<file path="src/rtl/rmq_pkg.sv">
package rmq_pkg;

    localparam int FRAC_BITS = 14;
    localparam int DW        = 16;
    localparam int ONE       = 1 << FRAC_BITS;

    // radicand is at most ONE plus three full-scale entries
    localparam int RAD_W  = $clog2(ONE + 3 * (1 << (DW - 1)) + 1);
    localparam int RS_W   = RAD_W + 2;
    localparam int TW     = DW + 2;
    localparam int SQ_W   = RAD_W + FRAC_BITS;
    localparam int ROOT_W = (SQ_W + 1) / 2;
    localparam int N_W    = DW + 1;
    localparam int NUM_W  = ((N_W + FRAC_BITS > ROOT_W) ? N_W + FRAC_BITS : ROOT_W) + 1;
    localparam int DEN_W  = ROOT_W + 1;
    localparam int QUO_W  = DW;
    localparam int DIV_LAT = QUO_W + 2;

    localparam logic signed [DW-1:0] QMAX = {1'b0, {(DW-1){1'b1}}};
    localparam logic signed [DW-1:0] QMIN = {1'b1, {(DW-1){1'b0}}};

    typedef enum logic [1:0] {
        SEL_W = 2'd0,
        SEL_X = 2'd1,
        SEL_Y = 2'd2,
        SEL_Z = 2'd3
    } sel_t;

    typedef struct packed {
        sel_t                  sel;
        logic signed [N_W-1:0] n0;
        logic signed [N_W-1:0] n1;
        logic signed [N_W-1:0] n2;
    } side_t;

endpackage

</file>
<file path="src/rtl/rmq_prep.sv">
module rmq_prep (
    input  logic                          aclk,
    input  logic                          aresetn,
    input  logic                          ce,
    input  logic                          in_vld,
    input  logic signed [rmq_pkg::DW-1:0] m00,
    input  logic signed [rmq_pkg::DW-1:0] m01,
    input  logic signed [rmq_pkg::DW-1:0] m02,
    input  logic signed [rmq_pkg::DW-1:0] m10,
    input  logic signed [rmq_pkg::DW-1:0] m11,
    input  logic signed [rmq_pkg::DW-1:0] m12,
    input  logic signed [rmq_pkg::DW-1:0] m20,
    input  logic signed [rmq_pkg::DW-1:0] m21,
    input  logic signed [rmq_pkg::DW-1:0] m22,
    output logic                          out_vld,
    output logic [rmq_pkg::RAD_W-1:0]     out_rad,
    output rmq_pkg::side_t                out_side
);
    import rmq_pkg::*;

    logic signed [TW-1:0]   trace;
    logic signed [RS_W-1:0] rad_s;
    logic signed [N_W-1:0]  e01, e02, e10, e12, e20, e21;
    sel_t                   sel;
    side_t                  side_next;
    logic [RAD_W-1:0]       rad_next;
    logic                   vld_reg;
    logic [RAD_W-1:0]       rad_reg;
    side_t                  side_reg;

    assign trace = TW'(m00) + TW'(m11) + TW'(m22);
    assign e01 = N_W'(m01);
    assign e02 = N_W'(m02);
    assign e10 = N_W'(m10);
    assign e12 = N_W'(m12);
    assign e20 = N_W'(m20);
    assign e21 = N_W'(m21);

    always_comb begin
        priority if (trace > 0) begin
            sel = SEL_W;
        end else if (m00 > m11 && m00 > m22) begin
            sel = SEL_X;
        end else if (m11 > m22) begin
            sel = SEL_Y;
        end else begin
            sel = SEL_Z;
        end
    end

    always_comb begin
        side_next.sel = sel;
        unique case (sel)
            SEL_W: begin
                rad_s = RS_W'(ONE) + RS_W'(trace);
                side_next.n0 = e21 - e12;
                side_next.n1 = e02 - e20;
                side_next.n2 = e10 - e01;
            end
            SEL_X: begin
                rad_s = RS_W'(ONE) + RS_W'(m00) - RS_W'(m11) - RS_W'(m22);
                side_next.n0 = e01 + e10;
                side_next.n1 = e02 + e20;
                side_next.n2 = e21 - e12;
            end
            SEL_Y: begin
                rad_s = RS_W'(ONE) + RS_W'(m11) - RS_W'(m00) - RS_W'(m22);
                side_next.n0 = e01 + e10;
                side_next.n1 = e12 + e21;
                side_next.n2 = e02 - e20;
            end
            default: begin
                rad_s = RS_W'(ONE) + RS_W'(m22) - RS_W'(m00) - RS_W'(m11);
                side_next.n0 = e02 + e20;
                side_next.n1 = e12 + e21;
                side_next.n2 = e10 - e01;
            end
        endcase
    end

    // negative radicand gives a zero root
    assign rad_next = rad_s[RS_W-1] ? '0 : RAD_W'(rad_s);

    always_ff @(posedge aclk) begin
        if (!aresetn) begin
            vld_reg <= 1'b0;
        end else if (ce) begin
            vld_reg <= in_vld;
        end
    end

    always_ff @(posedge aclk) begin
        if (ce) begin
            rad_reg  <= rad_next;
            side_reg <= side_next;
        end
    end

    assign out_vld  = vld_reg;
    assign out_rad  = rad_reg;
    assign out_side = side_reg;

endmodule

</file>
<file path="config.mk">
export PLATFORM = sky130hd
export DESIGN_NAME = rmq_prep
export DESIGN_NICKNAME = d
export VERILOG_FILES = /design/src/rtl/rmq_pkg.sv /design/src/rtl/rmq_prep.sv
export SDC_FILE = /design/constraint.sdc
export NUM_CORES = 1
export LEC_CHECK = 0
export ABC_AREA = 1
export CAP_MARGIN = 15
export CORE_ASPECT_RATIO = 2
export CORE_MARGIN = 1
export CORE_UTILIZATION = 42
export DETAILED_ROUTE_END_ITERATION = 10
export DONT_BUFFER_PORTS = 1
export PLACE_DENSITY_LB_ADDON = 0.12
export SYNTH_ARGS = -nofsm -noshare
export SYNTH_HDL_FRONTEND = slang
export SYNTH_SLANG_ARGS = --single-unit
export TNS_END_PERCENT = 1
</file>
<file path="constraint.sdc">
create_clock -name aclk -period 4.91 [get_ports aclk]
set_input_delay 0.7365 -clock aclk [delete_from_list [all_inputs] [get_ports aclk]]
set_output_delay 0.7365 -clock aclk [all_outputs]
set_load 0.03 [all_outputs]
</file>
==> out/summary.json, run 1 <==
{
  "synth_area_per_cell": {"value": 7.331, "unit": "um2"},
  "cts_root_buffer": {"value": "clkbuf_16"},
  "synthCells": {"value": 2100},
  "maxClockFrequency": {"value": 224.4, "unit": "MHz"},
  "timing.critical_path.mode_cell": {"value": "nand3_1"},
  "drt_pass1_iterations": {"value": 7},
  "share_of_the_yosys_chip_area_belonging_to_registers": {"value": 0.1378},
  "viasPerCell": {"value": 5.446},
  "pre_cts_setup_slack": {"value": -26.06, "unit": "ps"},
  "peakVddDrop": {"value": 273.8, "unit": "uV"},
  "grt_setup_unrepaired": {"value": "false"},
  "syn-cell-area": {"value": 15400, "unit": "um2"},
  "clkLatencyLatePin": {"value": 350, "unit": "ps"},
  "ctsHtreeMaxLevel": {"value": 3},
  "number_of_core_rows": {"value": 98},
  "gr-total-overflow": {"value": 0},
  "top_level_ports": {"value": 219},
  "drive_above_1_share": {"value": 0.03481},
  "die_width": {"value": 137.4, "unit": "um"},
  "run_status": {"value": "finished, final reports clean"},
  "cts.reportedPaths.clkPinSlew": {"value": 70, "unit": "ps"},
  "worst-path-max-fanout": {"value": 10},
  "crit_family": {"value": "simple AND/OR/NAND/NOR gates"},
  "antenna_cells_inserted": {"value": 0},
  "timing.slew.headroom": {"value": 0.5028},
  "crit_buf_inv": {"value": 2},
  "synthDistinctLibCells": {"value": 42},
  "arrival_time_at_the_worst_endpoint": {"value": 4680, "unit": "ps"},
  "finalHoldWorstSlack": {"value": 478.5, "unit": "ps"},
  "synth_enable_flop_cells": {"value": 70},
  "antenna_found_initial": {"value": 0},
  "drt-total-wl": {"value": 57.66, "unit": "mm"},
  "synthArstFlopShare": {"value": 0},
  "signed_area_change_from_the_synthesized_netlist_to_the_final_layout": {"value": 5.705, "unit": "%"},
  "period_share": {"value": 0.9078},
  "cpPeakStageDelay": {"value": 560, "unit": "ps"},
  "setup_viol_count_final": {"value": 0},
  "ys_ff_latch": {"value": 71},
  "critPathLaunchType": {"value": "input pin"},
  "worst_path_max_delay_cell": {"value": "fa_1"},
  "fin_area": {"value": 16270, "unit": "um2"},
  "tightest_slew": {"value": 745.8, "unit": "ps"},
  "synth-warning-count": {"value": 0},
  "cts-buffers-inserted": {"value": 9},
  "drv_slew": {"value": 0},
  "groute.usage.overall": {"value": 0.3115},
  "finalNonFillerCells": {"value": 2547},
  "cell_type_contributing_the_most_total_cell_area_after_synthesis": {"value": "ha_1"},
  "timing.max_cap.violations": {"value": 0},
  "leakage": {"value": 8.446, "unit": "nW"},
  "critPathRequiredTime": {"value": 5140, "unit": "ps"},
  "vias": {"value": 13872},
  "max-clock-path-buffers": {"value": 2},
  "cts_tree": {"value": "done"},
  "period_needed": {"value": 4457, "unit": "ps"},
  "synth_top_area_frac": {"value": 0.2438},
  "cts_num_sinks": {"value": 71},
  "synth.area.top_cells": {"value": "ha_1 24%, edfxtp_1 14%, fa_1 10%, nand2_1 8.9%, inv_1 8.0%"},
  "dp_hpwl": {"value": 50.40, "unit": "mm"},
  "drc": {"value": 0},
  "fillers": {"value": 3745},
  "gp_congestion": {"value": 0.9893},
  "multiInputGateArea": {"value": 11790, "unit": "um2"},
  "first_global_vias": {"value": 14624},
  "grt_max_degree": {"value": 73},
  "grt_first_pass_wirelength": {"value": 84.30, "unit": "mm"},
  "cts_hold_repair.buffers": {"value": 0},
  "final_net_count": {"value": 2619},
  "final-seq-area": {"value": 2122, "unit": "um2"},
  "power_per_cell_area": {"value": 341.4, "unit": "nW/um2"},
  "antenna_violating_nets_post_route": {"value": 0},
  "start_util": {"value": 0.4285},
  "drt_iter0_drc": {"value": 559},
  "critical_path_class": {"value": "input pin to flop"},
  "hold_violations": {"value": 0},
  "ys_dominant_reg_cell": {"value": "edfxtp_1"},
  "placeableCoreArea": {"value": 35930, "unit": "um2"},
  "die_area": {"value": 37470, "unit": "um2"},
  "port_buffers": {"value": 0},
  "crit_path_cell_chain": {"value": "fa_1 > ha_1 > nand2_1 > nor2_1 > nand3_1 > nand3_1 > inv_1 > o21bai_1 > xor2_1 > ha_1 > nand3_1 > nor2_1 > nand3_1 > nor2_1 > nand2_1 > nor2_1 > nand3_2 > nand2_4 > nand3_4 > nand2_4 > buf_4 > nand3_2 > nand3_1"},
  "min_delay_worst_type": {"value": "input pin to flop"},
  "numPlacedInstances": {"value": 2531},
  "critical_path.endpoint_type": {"value": "flop"},
  "detail_route.wl_per_cell": {"value": 22.64, "unit": "um"},
  "floorplan.die.height": {"value": 272.8, "unit": "um"},
  "final.setup_skew": {"value": 0, "unit": "ps"},
  "worst_slack": {"value": 452.9, "unit": "ps"},
  "syn_nets": {"value": 2627},
  "dpl_cell_area": {"value": 15940, "unit": "um2"}
}
-- through the flow --
stage	TNS, ps	power [mW]	utilization
2_1_floorplan	0	3.676	-
3_3_place_gp	-8.066	4.791	0.4437
3_5_place_dp	-26.06	4.794	0.4437
4_1_cts	0	5.544	0.4527
5_1_grt	0	5.950	0.4530
6_report	0	5.555	0.4530
-- worst register-to-register path, cell delays in order (launching register included) --
cell and delay [ps]:
dfxtp_1 500, o21ai_0 140, a21oi_1 130
-- metal layers --
metal	global-route usage	share of wire
met4	0.2536	0.093
met2	0.6377	0.58
met5	0	0
met1	0.2392	0.29
met3	0.04990	0.044
-- kinds of logic (layout without fill, tap and decap cells) --
kind of cell,count (synthesis),in the layout,share of synthesized area
AOI/OAI and AO/OA,298,298,0.1109
xor gates and xnor gates,102,102,0.05803
adders and majority gates,379,379,0.3465
buffers and inverters,381,378,0.09720
DFF,71,71,0.1378
and+or+nand+nor,869,869,0.2495
-- area by class of cell --
type,instances,share of cell area
Clock buffer,9,0.01384
Clock inverter,7,0.006227
Inverter,332,0.07657
Timing Repair Buffer,30,0.01407
Tap cell,450,0.03460
Sequential cell,71,0.1304
Multi-Input combinational cell,1648,0.7243
-- layout by cell type (no fill, tap or decap), types with 4 or more instances in the layout --
cell type,n
a31oi_1,8
ha_1,300
o21ai_0,57
fa_1,79
a21oi_1,151
o2111ai_1,4
edfxtp_1,70
clkbuf_16,9
nand4_1,31
inv_1,329
or2_2,7
o211ai_1,17
nand2_1,367
a21o_1,14
nor2_1,163
buf_4,29
nor3_1,27
a21boi_0,4
xnor2_1,13
o31ai_1,8
nand3_1,240
nand3_2,4
nand3b_1,13
a22oi_1,5
xor2_1,89
o21bai_1,20
nor4_1,5
-- path summary, 6_finish.rpt --
path / start / endpoint / slack [ps] / cells past startpoint
worst max-delay path: m00[9] / out_side[3]$_DFFE_PP_ / 450 / 23
worst min-delay path: ce / out_side[35]$_DFFE_PP_ / 480 / 0
worst max register to register: out_vld$_SDFFE_PN0P_ / out_vld$_SDFFE_PN0P_ / 4070 / 2
worst min register to register: out_vld$_SDFFE_PN0P_ / out_vld$_SDFFE_PN0P_ / 690 / 2
-- power breakdown --
group / leakage, nW / switching, mW / internal (mW)
logic: 7.60 / 2.19 / 1.10
clock network: 0.153 / 0.296 / 0.450
registers: 0.689 / 0.539 / 0.981
-- repair_timing --
| action | CTS | global route |
|---|---|---|
| hold endpoints to repair | 0 | 0 |
| resized for setup | 0 | 2 |
| setup endpoints to repair | 0 | 2 |
| buffers inserted | 0 | 0 |
-- state kept, by name, indices dropped and copies added (netlist names) --
name and count:
out_rad 17, out_side 53, out_vld 1
-- cells in the mapped netlist (13+ instances only) --
cell,instances
ha_1,300
o211ai_1,17
fa_1,79
nor2_1,163
clkbuf_1,30
nand3b_1,13
xnor2_1,13
o21bai_1,20
nand3_1,241
a21oi_1,151
a21o_1,14
nand4_1,31
inv_1,329
o21ai_0,57
edfxtp_1,70
nor3_1,27
nand2_1,367
xor2_1,89
Power figures use the tool's default switching activity.
==> run 2: changes to the inputs <==
--- a/config.mk
+++ b/config.mk
@@ -9,7 +9,7 @@
 export CAP_MARGIN = 15
 export CORE_ASPECT_RATIO = 2
 export CORE_MARGIN = 1
-export CORE_UTILIZATION = 42
+export CORE_UTILIZATION = 50
 export DETAILED_ROUTE_END_ITERATION = 10
 export DONT_BUFFER_PORTS = 1
 export PLACE_DENSITY_LB_ADDON = 0.12
==> out/summary.json, run 2 (same netlist as run 1, synthesis figures left out) <==
{
  "maxClockFrequency": {"value": 222.9, "unit": "MHz"},
  "grt_first_pass_wirelength": {"value": 82.81, "unit": "mm"},
  "hold_violations": {"value": 0},
  "min_delay_worst_type": {"value": "input pin to flop"},
  "number_of_core_rows": {"value": 90},
  "timing.max_cap.violations": {"value": 0},
  "signed_area_change_from_the_synthesized_netlist_to_the_final_layout": {"value": 5.380, "unit": "%"},
  "finalNonFillerCells": {"value": 2474},
  "max-clock-path-buffers": {"value": 2},
  "first_global_vias": {"value": 14981},
  "share_seq_of_total_power": {"value": 0.277},
  "drive_above_1_share": {"value": 0.03751},
  "cts_tree": {"value": "done"},
  "grt_setup_unrepaired": {"value": "false"},
  "layout_commonest_cell": {"value": "nand2_1"},
  "groute.usage.overall": {"value": 0.3555},
  "setup_viol_count_final": {"value": 0},
  "tightest_slew": {"value": 840.5, "unit": "ps"},
  "timing.slew.headroom": {"value": 0.4378},
  "largest_register_ff_count": {"value": 53},
  "die_area": {"value": 31540, "unit": "um2"},
  "cts_num_sinks": {"value": 71},
  "drv_slew": {"value": 0},
  "final_net_count": {"value": 2628},
  "dp_hpwl": {"value": 48.27, "unit": "mm"},
  "critical_path.endpoint_type": {"value": "flop"},
  "viasPerCell": {"value": 5.694},
  "cts_hold_repair.buffers": {"value": 0},
  "resize_count_post_cts": {"value": 0},
  "gr-total-overflow": {"value": 0},
  "power_per_cell_area": {"value": 338.3, "unit": "nW/um2"},
  "antenna_found_initial": {"value": 0},
  "period_needed": {"value": 4486, "unit": "ps"},
  "power.combinational.fraction": {"value": 0.601},
  "top_level_ports": {"value": 219},
  "period_share": {"value": 0.9137},
  "ctsHtreeMaxLevel": {"value": 3},
  "gp_congestion": {"value": 1.057},
  "vias": {"value": 14088},
  "cts-buffers-inserted": {"value": 9},
  "drt_pass1_iterations": {"value": 8},
  "arrival_time_at_the_worst_endpoint": {"value": 4600, "unit": "ps"},
  "antenna_cells_inserted": {"value": 0},
  "worst-path-max-fanout": {"value": 22},
  "final.setup_skew": {"value": 0, "unit": "ps"},
  "start_util": {"value": 0.5102},
  "grt_max_degree": {"value": 73},
  "port_buffers": {"value": 0},
  "antenna_violating_nets_post_route": {"value": 0},
  "leakage": {"value": 8.487, "unit": "nW"},
  "floorplan.die.height": {"value": 250.2, "unit": "um"},
  "drt-total-wl": {"value": 55.62, "unit": "mm"},
  "post_cts_setup_buffers": {"value": 0},
  "clkLatencyLatePin": {"value": 360, "unit": "ps"},
  "sw_frac_of_total": {"value": 0.5451},
  "internal-power": {"value": 2.497, "unit": "mW"},
  "totalNegativeSetupSlack": {"value": 0, "unit": "ps"},
  "critPathLaunchType": {"value": "input pin"},
  "drt_iter0_drc": {"value": 730},
  "drc": {"value": 0},
  "critPathRequiredTime": {"value": 5020, "unit": "ps"},
  "final_cell_mix": {"value": "367 x nand2_1, 329 x inv_1, 300 x ha_1, 241 x nand3_1, 163 x nor2_1"},
  "placeableCoreArea": {"value": 30180, "unit": "um2"},
  "critical_path_class": {"value": "input pin to flop"},
  "run_status": {"value": "finished, final reports clean"},
  "numPlacedInstances": {"value": 2458},
  "detail_route.wl_per_cell": {"value": 22.48, "unit": "um"},
  "peakVddDrop": {"value": 169.7, "unit": "uV"},
  "cts.reportedPaths.clkPinSlew": {"value": 60, "unit": "ps"},
  "clock_power_share": {"value": 0.122},
  "power.switching": {"value": 2.992, "unit": "mW"},
  "die_width": {"value": 126.1, "unit": "um"},
  "cts_root_buffer": {"value": "clkbuf_16"}
}
[run 2: cell types whose count changed in the layout (fill, tap and decap cells not counted), moves of 2 or more]
cell        delta
buf_4          +8
clkinv_1       +2
buf_12         +2
inv_6          -2
clkinvlp_4     -2
[run 2: cell type report]
type	instances	area, um2
timing repair buffer	39	317.8
multi-input combinational	1648	11790
clock inverter	6	60.06
clock buffer	10	229.0
tap	368	460.4
sequential	71	2122
inverter	332	1246
fill	3072	13950
[run 2: worst max-delay path, stage by stage]
cell and delay, ps:
fa_1 490, ha_1 370, nand2_1 120, nor2_1 290, nand3_1 140, nand3_1 110, inv_1 50, o21bai_1 150
xor2_1 310, ha_1 210, nand3_1 70, nor2_1 110, nand3_1 80, nor2_1 100, nand2_1 60, nor2_1 120
nand3_2 120, nand2_4 140, buf_4 270, nand2_2 120, inv_2 70, nand2_1 70, nand3_4 180, nor2_1 80
[run 2: per-stage QoR]
step	power [mW]	hold WS, ps	cell area [um2]	worst slack [ps]	util
2_1_floorplan	3.676	655.0	15400	650.9	-
3_3_place_gp	4.767	676.1	15940	166.3	0.5280
3_5_place_dp	4.781	677.6	15940	81.74	0.5280
4_1_cts	5.459	469.9	16220	454.7	0.5376
5_1_grt	5.857	478.7	16220	55.43	0.5376
6_report	5.488	488.1	16220	423.5	0.5376
[run 2: power groups by stage]
stage                     Sequential [mW]  Combinational [mW]  Clock, mW
after floorplan                      1.43                2.24          0
after global placement               1.53                3.24          0
after detailed placement             1.53                3.25          0
after CTS                            1.52                3.27      0.671
after global routing                 1.53                3.63      0.693
final                                1.52                3.30      0.668
[run 2: path summary, 6_finish.rpt]
check                             end            startpoint  cells past startpoint  slack (ps)
min reg2reg      out_vld$_SDFFE_PN0P_  out_vld$_SDFFE_PN0P_                      2         690
max reg2reg      out_vld$_SDFFE_PN0P_  out_vld$_SDFFE_PN0P_                      2        4080
min            out_side[21]$_DFFE_PP_                    ce                      0         490
max          out_rad[6]$_SDFFCE_PP0P_                m00[5]                     24         420
[run 2: routing by layer]
layer,track usage,wire (um),part of all wire,vias up
li1,-,-,-,6858
met1,0.2841,16770,0.30,6620
met2,0.7024,30470,0.55,423
met3,0.06044,2361,0.042,187
met4,0.3336,6012,0.11,0
met5,0,0,0,-
==> run 3: changes to the inputs <==
--- a/config.mk
+++ b/config.mk
@@ -12,6 +12,7 @@
 export CORE_UTILIZATION = 50
 export DETAILED_ROUTE_END_ITERATION = 10
 export DONT_BUFFER_PORTS = 1
+export MAX_ROUTING_LAYER = met4
 export PLACE_DENSITY_LB_ADDON = 0.12
 export SYNTH_ARGS = -nofsm -noshare
 export SYNTH_HDL_FRONTEND = slang
==> constraint.sdc (replaced) <==
create_clock -name aclk -period 5.2 [get_ports aclk]
set_input_delay 0.78 -clock aclk [delete_from_list [all_inputs] [get_ports aclk]]
set_output_delay 0.78 -clock aclk [all_outputs]
set_load 0.03 [all_outputs]
==> out/summary.json, run 3 (same netlist as run 1, synthesis figures left out) <==
{
  "drv_slew": {"value": 0},
  "leakage": {"value": 8.373, "unit": "nW"},
  "die_width": {"value": 126.1, "unit": "um"},
  "die_area": {"value": 31540, "unit": "um2"},
  "drt_iter0_drc": {"value": 620},
  "top_level_ports": {"value": 219},
  "multiInputGateArea": {"value": 11790, "unit": "um2"},
  "clkLatencyLatePin": {"value": 350, "unit": "ps"},
  "drt-total-wl": {"value": 56.46, "unit": "mm"},
  "power.switching": {"value": 2.823, "unit": "mW"},
  "power_per_cell_area": {"value": 317.3, "unit": "nW/um2"},
  "layout_commonest_cell": {"value": "nand2_1"},
  "grt_setup_unrepaired": {"value": "false"},
  "grt_max_degree": {"value": 73},
  "sw_frac_of_total": {"value": 0.5547},
  "gr-total-overflow": {"value": 0},
  "reg2reg_from": {"value": "out_vld$_SDFFE_PN0P_"},
  "worst_path_max_delay_cell": {"value": "fa_1"},
  "final_net_count": {"value": 2611},
  "timing.hold.worst.start": {"value": "ce"},
  "antenna_violating_nets_post_route": {"value": 0},
  "cts.reportedPaths.clkPinSlew": {"value": 60, "unit": "ps"},
  "r2r-end": {"value": "out_vld$_SDFFE_PN0P_"},
  "timing.slew.headroom": {"value": 0.4064},
  "cts_num_sinks": {"value": 71},
  "drt_pass1_iterations": {"value": 6},
  "internal-power": {"value": 2.266, "unit": "mW"},
  "final-seq-area": {"value": 2122, "unit": "um2"},
  "whs_endpoint": {"value": "out_side[42]$_DFFE_PP_"},
  "floorplan.die.height": {"value": 250.2, "unit": "um"},
  "timing.max_cap.violations": {"value": 0},
  "drc": {"value": 0},
  "critical_path_class": {"value": "input pin to flop"},
  "ff2ff_setup_slack": {"value": 4360, "unit": "ps"},
  "cpPeakStageDelay": {"value": 590, "unit": "ps"},
  "power.combinational.fraction": {"value": 0.607},
  "drive_above_1_share": {"value": 0.02874},
  "run_status": {"value": "finished, final reports clean"},
  "first_global_vias": {"value": 14318},
  "number_of_core_rows": {"value": 90},
  "maxClockFrequency": {"value": 216.2, "unit": "MHz"},
  "totalNegativeSetupSlack": {"value": 0, "unit": "ps"},
  "vias": {"value": 13959},
  "gp_congestion": {"value": 1.013},
  "worstHoldPathCells": {"value": 0},
  "largest_register_ff_count": {"value": 53},
  "groute.usage.overall": {"value": 0.3672},
  "fillers": {"value": 3013},
  "crit_buf_inv": {"value": 2},
  "crit_path_cell_chain": {"value": "fa_1 > ha_1 > nand2_1 > nor2_1 > nand3_1 > nand3_1 > inv_1 > o21bai_1 > xor2_1 > ha_1 > nand3_1 > nor2_1 > nand3_1 > nor2_1 > nand2_1 > nor2_1 > nand3_2 > nand2_4 > buf_4 > nand4_1 > nand3_1"},
  "critPathLaunchType": {"value": "input pin"},
  "critPathRequiredTime": {"value": 5420, "unit": "ps"},
  "number_of_cells_on_the_worst_reg_to_reg_path": {"value": 2},
  "cts_tree": {"value": "done"},
  "dp_hpwl": {"value": 48.91, "unit": "mm"},
  "share_seq_of_total_power": {"value": 0.282},
  "timing.critical_path.mode_cell": {"value": "nand3_1"},
  "resize_count_post_cts": {"value": 0},
  "peakVddDrop": {"value": 197.1, "unit": "uV"},
  "cts_hold_repair.buffers": {"value": 0},
  "cts_root_buffer": {"value": "clkbuf_16"},
  "crit_family": {"value": "simple AND/OR/NAND/NOR gates"},
  "ctsHtreeMaxLevel": {"value": 3},
  "post_cts_setup_buffers": {"value": 0},
  "signed_area_change_from_the_synthesized_netlist_to_the_final_layout": {"value": 4.177, "unit": "%"},
  "min_delay_worst_type": {"value": "input pin to flop"},
  "period_share": {"value": 0.8897},
  "cts-buffers-inserted": {"value": 9},
  "max-clock-path-buffers": {"value": 2},
  "period_needed": {"value": 4626, "unit": "ps"},
  "antenna_cells_inserted": {"value": 0},
  "grt_first_pass_wirelength": {"value": 81.74, "unit": "mm"},
  "finalHoldWorstSlack": {"value": 534.1, "unit": "ps"},
  "hold_violations": {"value": 0},
  "clock_power_share": {"value": 0.111},
  "final.setup_skew": {"value": 0, "unit": "ps"},
  "setup_viol_count_final": {"value": 0},
  "viasPerCell": {"value": 5.684},
  "final_cell_mix": {"value": "367 x nand2_1, 329 x inv_1, 300 x ha_1, 241 x nand3_1, 163 x nor2_1"},
  "arrival_time_at_the_worst_endpoint": {"value": 4840, "unit": "ps"},
  "placeableCoreArea": {"value": 30180, "unit": "um2"},
  "critical_path.endpoint_type": {"value": "flop"},
  "worst-path-max-fanout": {"value": 50},
  "port_buffers": {"value": 0},
  "detail_route.wl_per_cell": {"value": 22.99, "unit": "um"},
  "start_util": {"value": 0.5102},
  "antenna_found_initial": {"value": 0},
  "tightest_slew": {"value": 887.5, "unit": "ps"}
}
## run 3: cell types whose count changed in the layout (fill, tap and decap cells not counted), sizes merged
cell / before / now
clkinv: 4 / 3
buf: 39 / 22
clkinvlp: 0 / 1
bufinv: 1 / 0
clkbuf: 10 / 11
inv: 333 / 332
## run 3: final cells by class
| type | instances | share of cell area |
|---|---|---|
| repair buffers | 22 | 0.01030 |
| multi-input cells | 1648 | 0.7350 |
| inverters | 332 | 0.07770 |
| flip-flops and latches | 71 | 0.1323 |
| clock inverters | 4 | 0.001482 |
| clock buffers | 11 | 0.01451 |
| well taps | 368 | 0.02871 |
## run 3: routing by layer
layer / global-route usage / routed length (um)
met1: 0.2738 / 16450
met2: 0.7242 / 31480
met3: 0.06087 / 2744
met4: 0.3215 / 5786
met5: - / 0
## run 3: worst reg2reg max path, stage by stage (launching register included)
cell and delay (ps):
dfxtp_1 500, o21ai_0 140, a21oi_1 130
## run 3: stage by stage
step,util,instances,instance area (um2),setup WS [ps],power (mW)
2_1_floorplan,-,2100,15400,897.4,3.471
3_3_place_gp,0.5230,2441,15780,318.7,4.463
3_5_place_dp,0.5230,2441,15780,269.6,4.476
4_1_cts,0.5315,2456,16040,635.7,5.042
5_1_grt,0.5315,2456,16040,292.8,5.400
6_report,0.5315,2456,16040,573.8,5.089
## run 3: worst max-delay path by stage
stage | start | depth (start not counted) | to | slack [ps]
3_5_place_dp | m00[10] | 22 | out_rad[8]$_SDFFCE_PP0P_ | 270
3_3_place_gp | m00[4] | 21 | out_side[3]$_DFFE_PP_ | 320
4_1_cts | m00[9] | 22 | out_side[16]$_DFFE_PP_ | 640
5_1_grt | m00[4] | 22 | out_rad[7]$_SDFFCE_PP0P_ | 290
6_report | m00[10] | 21 | out_side[3]$_DFFE_PP_ | 570
2_1_floorplan | m00[1] | 26 | out_rad[10]$_SDFFCE_PP0P_ | 900
## run 3: power groups by stage
stage          sequential (mW)  clock [mW]  combinational (mW)
6_report                  1.43       0.566                3.09
5_1_grt                   1.44       0.579                3.38
3_3_place_gp              1.44           0                3.02
3_5_place_dp              1.44           0                3.03
4_1_cts                   1.43       0.562                3.05
2_1_floorplan             1.35           0                2.12
